$ cat config.mk
export PLATFORM = sky130hd
export DESIGN_NAME = mru_key_list_core
export DESIGN_NICKNAME = d
export VERILOG_FILES = /design/src/hw/rtl/mkl_pkg.sv /design/src/hw/rtl/mkl_cell.sv /design/src/hw/rtl/mru_key_list_core.sv
export VERILOG_INCLUDE_DIRS = /design/src /design/src/hw/rtl
export SDC_FILE = /design/constraint.sdc
export NUM_CORES = 1
export LEC_CHECK = 0
export BUFFER_PORTS_ARGS = -buffer_cell sky130_fd_sc_hd__buf_4
export CAP_MARGIN = 20
export CELL_PAD_IN_SITES_DETAIL_PLACEMENT = 0
export CELL_PAD_IN_SITES_GLOBAL_PLACEMENT = 2
export CORE_UTILIZATION = 25
export CTS_BUF_LIST = sky130_fd_sc_hd__clkbuf_4 sky130_fd_sc_hd__clkbuf_8
export DETAILED_ROUTE_END_ITERATION = 12
export GPL_TIMING_DRIVEN = 0
export HOLD_SLACK_MARGIN = 0.12
export PLACE_DENSITY_LB_ADDON = 0.1
export SLEW_MARGIN = 20
export SYNTH_ARGS = -nofsm -noshare
export SYNTH_HDL_FRONTEND = slang
export SYNTH_HIERARCHICAL = 1
export SYNTH_SLANG_ARGS = --single-unit
$ cat constraint.sdc
create_clock -name clock -period 15.7 [get_ports clock]
set_clock_uncertainty 0.2 [all_clocks]
set_input_delay 3.925 -clock clock [delete_from_list [all_inputs] [get_ports clock]]
set_output_delay 3.925 -clock clock [all_outputs]
set_load 0.02 [all_outputs]
$ cat src/hw/rtl/assert_macros.svh
// ---------------------------------------------------------------------------
// Assertion macros
// Shared concurrent assertion forms for the key list RTL.
// ---------------------------------------------------------------------------
`ifndef ASSERT_MACROS_SVH
`define ASSERT_MACROS_SVH

`ifndef NO_ASSERTIONS

// The consequent must hold in the same cycle as the antecedent.
`define ASSERT_SAME(lbl, clk, rst, ante, cons) \
   lbl: assert property (@(posedge clk) disable iff (rst) (ante) |-> (cons)) \
      else $error("assertion failed");

// The consequent must hold in the cycle after the antecedent.
`define ASSERT_NEXT(lbl, clk, rst, ante, cons) \
   lbl: assert property (@(posedge clk) disable iff (rst) (ante) |=> (cons)) \
      else $error("assertion failed");

`else

`define ASSERT_SAME(lbl, clk, rst, ante, cons)
`define ASSERT_NEXT(lbl, clk, rst, ante, cons)

`endif

`endif

$ cat src/hw/rtl/mkl_pkg.sv
// ---------------------------------------------------------------------------
// mkl_pkg
// Types and fixed constants shared by the key list core and its cells.
// ---------------------------------------------------------------------------
`default_nettype none

package mkl_pkg;

   // Fixed field widths.
   localparam int KEY_W = 32;
   localparam int POS_W = 4;
   localparam int CNT_W = 5;
   localparam int CAP_W = 5;
   localparam int ACT_W = 3;

   localparam logic [CAP_W-1:0] CAP_RESET = 5'd10;

   // Requested operation.
   typedef enum logic [ACT_W-1:0] {
      ACT_ADD    = 3'd0,
      ACT_REMOVE = 3'd1,
      ACT_CLEAR  = 3'd2,
      ACT_READ   = 3'd3,
      ACT_APPEND = 3'd4
   } action_type;

   // Update applied to every cell in the execute cycle.
   typedef enum logic [1:0] {
      CELL_HOLD = 2'd0,
      CELL_PUSH = 2'd1,
      CELL_PULL = 2'd2,
      CELL_LOAD = 2'd3
   } cell_op_type;

   // Control broadcast to the row of cells.
   typedef struct packed {
      logic        sample;
      cell_op_type op;
   } cell_ctl_type;

endpackage

`default_nettype wire

$ cat src/hw/rtl/mkl_cell.sv
// ---------------------------------------------------------------------------
// mkl_cell
// One list position: holds a key, compares it with the broadcast key and
// shifts towards either neighbour under the broadcast control.
// ---------------------------------------------------------------------------
`default_nettype none

module mkl_cell #(
   parameter int KEY_BITS = 32,
   parameter int INDEX    = 0
) (
   input  wire                          clock,
   input  mkl_pkg::cell_ctl_type        ctl_i,
   input  wire [mkl_pkg::CNT_W-1:0]     held_i,
   input  wire [KEY_BITS-1:0]           key_i,
   input  wire [KEY_BITS-1:0]           left_key_i,
   input  wire [KEY_BITS-1:0]           right_key_i,
   input  wire                          before_i,
   output logic [KEY_BITS-1:0]          key_o,
   output logic                         before_o
);
   import mkl_pkg::*;

   logic [KEY_BITS-1:0] entry_ff, entry_in;
   logic                hit_ff, hit_in;
   logic                occupied;
   logic                at_tail;

   assign occupied = INDEX < int'(held_i);
   assign at_tail  = INDEX == int'(held_i);

   // A hit only counts for a position that holds a live key.
   assign hit_in = occupied && (entry_ff == key_i);

   // A match lies at or ahead of this position.
   assign before_o = before_i | hit_ff;
   assign key_o    = entry_ff;

   // Next stored key for the broadcast operation.
   always_comb begin
      entry_in = entry_ff;
      case (ctl_i.op)
         CELL_PUSH: begin
            if (INDEX == 0) begin
               entry_in = key_i;
            end else if (!before_i) begin
               entry_in = left_key_i;
            end
         end
         CELL_PULL: begin
            if (before_o) begin
               entry_in = right_key_i;
            end
         end
         CELL_LOAD: begin
            if (at_tail) begin
               entry_in = key_i;
            end
         end
         default: begin
            entry_in = entry_ff;
         end
      endcase
   end

   // Key storage and the compare result of the current item.
   always_ff @(posedge clock) begin
      if (ctl_i.sample) begin
         hit_ff <= hit_in;
      end
      entry_ff <= entry_in;
   end

endmodule

`default_nettype wire

$ cat src/hw/rtl/mru_key_list_core.sv
// ---------------------------------------------------------------------------
// mru_key_list_core
// Most-recently-used key list built from a row of shifting cells.
// ---------------------------------------------------------------------------
// Each item passes through the idle and execute states: in the cycle it is
// accepted every cell compares its stored key with the item's key, and in the
// execute state the first-match chain running along the row steers a one-place
// shift (or a tail load) in every cell at once while the result is written to
// the output register. A new item is taken as soon as the execute state has
// passed, even while the previous result still waits; if a result is still
// unclaimed when the next one is finished, the block holds in its execute
// state until the output register is free. Positions at or beyond the count
// are never read, so the storage needs no clearing after reset.
`default_nettype none

`include "assert_macros.svh"

module mru_key_list_core #(
   parameter int DEPTH    = 16,
   parameter int KEY_BITS = 32
) (
   input  wire                        clock,
   input  wire                        reset,
   // Request items.
   input  wire                        req_tvalid,
   output logic                       req_tready,
   // [31:0] key, [35:32] position, [39:36] zero
   input  wire [39:0]                 req_tdata,
   // [2:0] action
   input  wire [mkl_pkg::ACT_W-1:0]   req_tuser,
   // Result items.
   output logic                       rsp_tvalid,
   input  wire                        rsp_tready,
   // [31:0] read_key, [32] read_valid, [33] matched, [38:34] entry_count,
   // [39] zero
   output logic [39:0]                rsp_tdata,
   // Capacity register write.
   input  wire                        csr_valid,
   output logic                       csr_ready,
   input  wire [mkl_pkg::CAP_W-1:0]   csr_data
);
   import mkl_pkg::*;

   localparam int IDX_W = $clog2(DEPTH);

   typedef enum logic {
      ST_IDLE = 1'b0,
      ST_EXEC = 1'b1
   } state_type;

   state_type            state_ff, state_in;
   action_type           act_ff, act_in;
   logic [KEY_BITS-1:0]  key_ff, key_in;
   logic [POS_W-1:0]     pos_ff, pos_in;
   logic [CNT_W-1:0]     held_ff, held_in;
   logic [CAP_W-1:0]     capacity_ff, capacity_in;
   logic                 rsp_valid_ff, rsp_valid_in;
   logic [39:0]          rsp_data_ff, rsp_data_in;

   logic                 accept;
   logic                 out_free;
   logic                 exec_done;
   logic                 matched;
   logic [CAP_W-1:0]     cap_eff;
   logic [CNT_W:0]       add_count;
   logic                 room;
   logic                 read_hit;
   logic [KEY_W-1:0]     read_key;
   logic [KEY_BITS-1:0]  bcast_key;
   cell_ctl_type         cell_ctl;

   logic [KEY_BITS-1:0]  cell_key   [DEPTH];
   logic [KEY_BITS-1:0]  left_key   [DEPTH];
   logic [KEY_BITS-1:0]  right_key  [DEPTH];
   logic                 cell_before [DEPTH+1];

   // Handshakes.
   assign req_tready = (state_ff == ST_IDLE);
   assign accept     = req_tvalid && req_tready;
   assign out_free   = !rsp_valid_ff || rsp_tready;
   assign exec_done  = (state_ff == ST_EXEC) && out_free;
   assign csr_ready  = 1'b1;
   assign rsp_tvalid = rsp_valid_ff;
   assign rsp_tdata  = rsp_data_ff;

   // Capacity as it acts: zero counts as one, anything above the depth as the depth.
   always_comb begin
      if (capacity_ff == '0) begin
         cap_eff = CAP_W'(1);
      end else if (int'(capacity_ff) > DEPTH) begin
         cap_eff = CAP_W'(DEPTH);
      end else begin
         cap_eff = capacity_ff;
      end
   end

   assign matched = cell_before[DEPTH];
   assign room    = (held_ff < cap_eff) && (int'(held_ff) < DEPTH);

   // Count after an add: one more, less the removed copy, trimmed to the capacity.
   always_comb begin
      add_count = {1'b0, held_ff} - {{CNT_W{1'b0}}, matched} + (CNT_W+1)'(1);
      if (add_count > {1'b0, cap_eff}) begin
         add_count = add_count - (CNT_W+1)'(1);
      end
      if (int'(add_count) > DEPTH) begin
         add_count = (CNT_W+1)'(DEPTH);
      end
   end

   // Read port over the row of cells.
   always_comb begin
      read_hit = (int'(pos_ff) < DEPTH) && ({1'b0, pos_ff} < held_ff);
      read_key = '0;
      if (read_hit) begin
         read_key = KEY_W'(cell_key[IDX_W'(pos_ff)]);
      end
   end

   // Broadcast key and cell control.
   assign bcast_key = (state_ff == ST_IDLE) ? KEY_BITS'(req_tdata[KEY_W-1:0]) : key_ff;

   always_comb begin
      cell_ctl.sample = accept;
      cell_ctl.op     = CELL_HOLD;
      if (exec_done) begin
         case (act_ff)
            ACT_ADD:    cell_ctl.op = CELL_PUSH;
            ACT_REMOVE: cell_ctl.op = CELL_PULL;
            ACT_APPEND: cell_ctl.op = room ? CELL_LOAD : CELL_HOLD;
            default:    cell_ctl.op = CELL_HOLD;
         endcase
      end
   end

   // Row of cells, each linked to both neighbours and to the match chain.
   assign cell_before[0] = 1'b0;

   for (genvar i = 0; i < DEPTH; i++) begin : g_cell
      if (i == 0) begin : g_first
         assign left_key[i] = cell_key[i];
      end else begin : g_left
         assign left_key[i] = cell_key[i-1];
      end
      if (i == DEPTH - 1) begin : g_last
         assign right_key[i] = cell_key[i];
      end else begin : g_right
         assign right_key[i] = cell_key[i+1];
      end

      mkl_cell #(
         .KEY_BITS (KEY_BITS),
         .INDEX    (i)
      ) u_cell (
         .clock       (clock),
         .ctl_i       (cell_ctl),
         .held_i      (held_ff),
         .key_i       (bcast_key),
         .left_key_i  (left_key[i]),
         .right_key_i (right_key[i]),
         .before_i    (cell_before[i]),
         .key_o       (cell_key[i]),
         .before_o    (cell_before[i+1])
      );
   end

   // Sequencing, count, capacity and result register.
   always_comb begin
      state_in     = state_ff;
      act_in       = act_ff;
      key_in       = key_ff;
      pos_in       = pos_ff;
      held_in      = held_ff;
      capacity_in  = capacity_ff;
      rsp_valid_in = rsp_valid_ff;
      rsp_data_in  = rsp_data_ff;

      if (csr_valid && csr_ready) begin
         capacity_in = csr_data;
      end

      if (rsp_valid_ff && rsp_tready) begin
         rsp_valid_in = 1'b0;
      end

      case (state_ff)
         ST_IDLE: begin
            if (accept) begin
               act_in   = action_type'(req_tuser);
               key_in   = KEY_BITS'(req_tdata[KEY_W-1:0]);
               pos_in   = req_tdata[KEY_W +: POS_W];
               state_in = ST_EXEC;
            end
         end
         ST_EXEC: begin
            if (out_free) begin
               rsp_data_in = '0;
               case (act_ff)
                  ACT_ADD: begin
                     held_in        = add_count[CNT_W-1:0];
                     rsp_data_in[33] = matched;
                  end
                  ACT_REMOVE: begin
                     held_in        = held_ff - {{(CNT_W-1){1'b0}}, matched};
                     rsp_data_in[33] = matched;
                  end
                  ACT_CLEAR: begin
                     held_in = '0;
                  end
                  ACT_READ: begin
                     rsp_data_in[KEY_W-1:0] = read_key;
                     rsp_data_in[32]        = read_hit;
                  end
                  ACT_APPEND: begin
                     if (room) begin
                        held_in = held_ff + CNT_W'(1);
                     end
                  end
                  default: begin
                     held_in = held_ff;
                  end
               endcase
               rsp_data_in[38:34] = held_in;
               rsp_valid_in       = 1'b1;
               state_in           = ST_IDLE;
            end
         end
         default: begin
            state_in = ST_IDLE;
         end
      endcase
   end

   always_ff @(posedge clock) begin
      if (reset) begin
         state_ff     <= ST_IDLE;
         held_ff      <= '0;
         capacity_ff  <= CAP_RESET;
         rsp_valid_ff <= 1'b0;
      end else begin
         state_ff     <= state_in;
         held_ff      <= held_in;
         capacity_ff  <= capacity_in;
         rsp_valid_ff <= rsp_valid_in;
      end
      act_ff      <= act_in;
      key_ff      <= key_in;
      pos_ff      <= pos_in;
      rsp_data_ff <= rsp_data_in;
   end

   // Only one item is in work at a time.
   `ASSERT_NEXT(a_one_item, clock, reset, accept, !req_tready)
   // A remove that found its key shortens the list by exactly one.
   `ASSERT_NEXT(a_remove_count, clock, reset,
      exec_done && (act_ff == ACT_REMOVE) && matched, held_ff == $past(held_ff) - CNT_W'(1))
   // An add always leaves at least one key in the list.
   `ASSERT_NEXT(a_add_nonempty, clock, reset, exec_done && (act_ff == ACT_ADD), held_ff != '0)

endmodule

`default_nettype wire

==> results.cfg, run 1 <==
[run_status]
outcome = complete, no violations

[final_layout]
layout_commonest_cell = edfxtp_1
final_cell_mix = edfxtp_1 (606), nor2_1 (511), a21oi_1 (505)
layout-drive-gt1-share = 0.199
synthToLayoutAreaGrowth_pct = 19.2
nNetsFinal = 3899
fillers = 16700
stdcell_count = 6091

[sta]
min_period_ps = 9810
fmax_ghz = 0.102
setup_viol = 0
max_slew_margin = 0.270
rsz0062_at_grt = no
setup_slack_ps = 5890
post-route-period-util = 0.625
worst_slew_pin_slew_ps = 1090
hold_viol = 0
holdWs_ps = 322
drv_slew = 0

[synthesis]
synth_edf_count = 606
seq_area_frac_synth = 0.452
ys_types = 68
synthTopCellsByArea = edfxtp_1 (45%), mux2i_1 (12%), xor2_1 (9.1%), mux4_2 (8.8%), a21oi_1 (6.2%)
yosys_warnings = 6
synth_seq_cells = 618
async_reset_ff_frac = 0
yosys.area.top_type = edfxtp_1
syn_inst = 3527
synthFlopType = edfxtp_1
yosysTopAreaCellShare = 0.446
netlist_area_um2 = 40800
syn_avg_cell_area_um2 = 11.6

[grt]
grt.overflow.total = 0
grt_pass1_wl_mm = 328
antenna_found_initial = 30
grt_pass1_vias = 32700
grt_usage = 0.302
grt_max_degree = 41

[floorplan]
ios = 96
num_rows = 147
start_util = 0.253
die_h_um = 406
coreArea_um2 = 161000
die_area_um2 = 165000
die_x_um = 406

[power]
pwr-share-seq = 0.410
power_frac_comb = 0.192
switching_share = 0.334
internal_power_mw = 3.16
p_leak_nw = 15.7
power_density_nw_per_um2 = 97.6
clkPwrFrac = 0.398
p_switching_mw = 1.58
fin_total_pwr_mw = 4.75
irDropWorstVdd_v = 0.0000819

[worst_setup_path]
critPathTopFamily = simple AND/OR/NAND/NOR gates
crit_type = flip-flop to flip-flop
rrSetupSlack_ps = 5890
r2r_end = rsp_tdata[37]$_DFFE_PP_
arrival_ps = 10250
slowest_stage = a32oi_1
reg2regPathDepth = 29
cp.buffers_inverters = 2
worstPathMaxFanout = 7
r2r_start = g_cell[0].u_cell/hit_ff$_DFFE_PP_
cp_common_cell = or2_2
start_kind = flip-flop
cp.required_ps = 16140
end_kind = flip-flop
slowest_delay_ps = 550

[placement]
dp_hpwl_mm = 191
dp.cells = 5844
portBuffers = 87
place_worst_setup_slack_ps = 5930
gp_congestion = 0.994

[routing]
vias = 34200
ant_nets = 0
drt-pass1-iter-count = 5
vias_per_cell = 5.61
remaining_drc_errors = 0
post_drt_wl_per_cell_um = 41.5
wl_mm = 253
drtIter0Drc = 4472

[clock_network]
cts.path.max_buffers = 3
postCtsHoldBufs = 0
root_buffer = clkbuf_8
clk_pin_slew_ps = 60
h-tree-depth = 4
cts_tree = built
cts_resized = 0
clk-insertion-delay-late_ps = 950
postCtsSetupRepairBufs = 0
cts_sinks = 618
numCtsBuffers = 136

[min_path]
hp-class = flip-flop to flip-flop
worstHoldStart = rsp_tvalid$_SDFF_PP0_
min_to = rsp_tvalid$_SDFF_PP0_
hold_depth = 2

[job]
cap_viol_max_count = 0
-- routing by layer --
metal | GRT usage | routed length [µm]
met4 | 0.125 | 11400
met2 | 0.447 | 108000
met1 | 0.432 | 114000
met5 | 0 | 0
met3 | 0.0496 | 19200
-- layout make-up --
class | count | area [µm²] | area share
multi-input cells | 2669 | 21500 | 0.443
flip-flops and latches | 618 | 18500 | 0.379
well taps | 2160 | 2700 | 0.0556
clock buffers | 190 | 2280 | 0.0468
repair buffers | 156 | 2050 | 0.0421
plain buffers | 220 | 1100 | 0.0226
clock inverters | 49 | 405 | 0.00833
inverters | 21 | 81.3 | 0.00167
diodes | 8 | 20.0 | 0.000412
-- kinds of logic after synthesis --
logic type,Yosys count,share of synthesized area
mux,713,0.226
xor+xnor,520,0.112
simple gates,822,0.0960
flops,618,0.452
fa+ha+maj,24,0.00736
buf+inv,241,0.0288
other cells,2,0.000184
compound gates,587,0.0782
-- synth_stat cells (22+ instances only) --
library cell	n
a21oi_1	506
buf_1	28
buf_2	55
buf_4	40
clkbuf_1	89
edfxtp_1	606
ha_1	24
mux2_2	64
mux2i_1	489
mux4_2	160
nand2_1	25
nand3_1	23
nand4_1	40
nor2_1	511
nor2b_1	43
nor3_1	22
nor4_1	90
xnor2_1	95
xor2_1	423
-- flip-flops by register name (all words and copies together) (netlist names) --
signal	cells
act_ff	3
rsp_tdata	39
held_ff	5
pos_ff	4
g_cell.u_cell/hit_ff	16
g_cell.u_cell/key_o	512
rsp_tvalid	1
capacity_ff	5
state_ff	1
key_ff	32
-- power groups by stage --
stage,Sequential (mW),Combinational (mW),Clock (mW)
after floorplan,1.93,0.492,0
after global placement,1.98,0.842,0
after detailed placement,1.97,0.903,0
after CTS,1.94,0.906,1.93
after global routing,1.94,0.945,1.99
final,1.95,0.913,1.89
-- per-stage QoR --
step           TNS, ps  cell area, µm²   util
2_1_floorplan        0           40800      -
3_3_place_gp   -755360           44200  0.274
3_5_place_dp         0           45900  0.285
4_1_cts              0           48600  0.301
5_1_grt              0           48600  0.301
6_report             0           48600  0.302
-- worst max path at each step --
stage | endpoint | depth (start not counted) | startpoint
after floorplan | g_cell[10].u_cell/key_o[0]$_DFFE_PP_ | 6 | rsp_tready
after global placement | g_cell[12].u_cell/key_o[12]$_DFFE_PP_ | 7 | rsp_tready
after detailed placement | rsp_tdata[37]$_DFFE_PP_ | 29 | g_cell[0].u_cell/hit_ff$_DFFE_PP_
after CTS | rsp_tdata[37]$_DFFE_PP_ | 29 | g_cell[0].u_cell/hit_ff$_DFFE_PP_
after global routing | rsp_tdata[37]$_DFFE_PP_ | 29 | g_cell[0].u_cell/hit_ff$_DFFE_PP_
final | rsp_tdata[37]$_DFFE_PP_ | 29 | g_cell[0].u_cell/hit_ff$_DFFE_PP_
-- worst min-delay path: stages, from the launching register on --
cell,delay (ps)
dfxtp_1,310
nand2b_1,100
a21oi_1,70
(Power assumes the default switching activity.)
==> run 2, diff against run 1 <==
==> constraint.sdc (replaced) <==
create_clock -name clock -period 8.56 [get_ports clock]
set_clock_uncertainty 0.2 [all_clocks]
set_input_delay 2.14 -clock clock [delete_from_list [all_inputs] [get_ports clock]]
set_output_delay 2.14 -clock clock [all_outputs]
set_load 0.02 [all_outputs]
==> run 2 against run 1 <==
Clock power is 84% higher. Power is 85% higher. Design area is 0.41% higher. Register-to-register slack worse by 5800 ps. First-iteration DRC count is 3.0% higher. Critical path type unchanged. Critical endpoint is now held_ff[1]$_SDFFE_PP0P_. Largest cell class unchanged.
==> results.cfg, run 2 (synthesis results as in run 1) <==
[worst_setup_path]
start_kind = flip-flop
crit_type = flip-flop to flip-flop
critPathTopFamily = simple AND/OR/NAND/NOR gates
cp.buffers_inverters = 4
arrival_ps = 9070
end_kind = flip-flop
slowest_stage = edfxtp_1
cp.required_ps = 9200
cp-startpoint = g_cell[0].u_cell/hit_ff$_DFFE_PP_
slowest_delay_ps = 350
r2r_start = g_cell[0].u_cell/hit_ff$_DFFE_PP_
worstPathMaxFanout = 6
cp_common_cell = or2_2

[routing]
ant_nets = 0
wl_met3_mm = 18.0
vias = 34200
drtIter0Drc = 4605
drt-pass1-iter-count = 6
route.met2.wl_mm = 108
remaining_drc_errors = 0
met1_length_mm = 115
vias_per_cell = 5.62
wl_mm = 253
top_layer = met4
post_drt_wl_per_cell_um = 41.5

[sta]
setup_viol = 0
finalSetupTns_ps = 0
holdWs_ps = 322
post-route-period-util = 0.984
drv_slew = 0
worst_slew_pin_slew_ps = 1110
max_slew_margin = 0.259
setup_slack_ps = 138
hold_viol = 0
min_period_ps = 8420
fmax_ghz = 0.119

[grt]
grt_pass1_vias = 32800
grt_usage = 0.302
grt_max_degree = 41
grt.overflow.total = 0
antenna_found_initial = 31
grt_pass1_wl_mm = 328

[clock_network]
root_buffer = clkbuf_8
h-tree-depth = 4
cts_sinks = 618
cts_tree = built
clk-insertion-delay-late_ps = 950
numCtsBuffers = 136
cts.path.max_buffers = 3
clk_pin_slew_ps = 60

[floorplan]
ios = 96
die_x_um = 406
die_area_um2 = 165000
coreArea_um2 = 161000
die_h_um = 406
start_util = 0.253
num_rows = 147

[power]
p_leak_nw = 15.8
irDropWorstVdd_v = 0.000151
power_density_nw_per_um2 = 179

[final_layout]
layout_commonest_cell = edfxtp_1
stdcell_count = 6096
nNetsFinal = 3907
fin_util = 0.303
largest_reg_flops = 512
layout-drive-gt1-share = 0.204
final_cell_mix = edfxtp_1 (606), nor2_1 (511), a21oi_1 (504)
synthToLayoutAreaGrowth_pct = 19.7
fillers = 16600

[placement]
place_worst_setup_slack_ps = -1210
dp.cells = 5844
portBuffers = 87
dp_hpwl_mm = 191
gp_congestion = 0.994

[min_path]
hp-class = flip-flop to flip-flop
worstHoldStart = capacity_ff[3]$_SDFFE_PP1P_

[run_status]
outcome = complete, no violations

[job]
cap_viol_max_count = 0
[run 2: cell count changes in the layout (fill, tap and decap cells not counted), sizes merged]
| cell | change |
|---|---|
| buf | +8 |
| diode | -3 |
[run 2: cell type report]
cell class	instances	area (µm²)	share of cell area
tap	2160	2700	0.0553
antenna	5	12.5	0.000256
clock inverter	49	405	0.00830
buffer	220	1100	0.0225
clock buffer	190	2280	0.0466
inverter	21	81.3	0.00167
timing repair buffer	164	2110	0.0433
multi-input combinational	2669	21700	0.444
sequential	618	18500	0.378
[run 2: timing repair]
action | in CTS | in global routing
gates resized for setup | 18 | 10
hold buffers | 0 | 0
hold endpoints to repair | 0 | 0
setup buffers | 4 | 4
pin swaps | 4 | 8
endpoints found under the setup margin | 10 | 10
[run 2: power breakdown]
| group | internal (mW) | switching, mW | leakage [nW] |
|---|---|---|---|
| registers | 3.41 | 0.158 | 5.63 |
| logic | 0.617 | 1.11 | 8.75 |
| clock network | 1.81 | 1.66 | 1.42 |
[run 2: stage by stage]
step | power [mW] | instance area [µm²]
floorplan | 4.44 | 40800
global placement | 5.18 | 44200
detailed placement | 5.27 | 45900
CTS | 8.78 | 48700
global route | 9.01 | 48800
finish | 8.77 | 48800
[run 2: layer usage]
metal / global-route usage / up-vias
li1: - / 13900
met1: 0.432 / 18100
met2: 0.448 / 1926
met3: 0.0488 / 350
met4: 0.126 / 0
met5: 0 / -
[run 2: worst paths after layout]
check | end | slack (ps) | cells past startpoint
worst min register to register | capacity_ff[3]$_SDFFE_PP1P_ | 320 | 2
worst max-delay path | held_ff[1]$_SDFFE_PP0P_ | 140 | 32
worst max register to register | held_ff[1]$_SDFFE_PP0P_ | 140 | 32
worst min-delay path | capacity_ff[3]$_SDFFE_PP1P_ | 320 | 2
[run 2: worst register-to-register path: cells and delay by family, from the launching register on]
family	cells	cell delay (ps)
simple gates	18	5330
compound gates	5	1030
fa+ha+maj	4	840
buf+inv	4	450
flops	1	350
xor+xnor	1	160
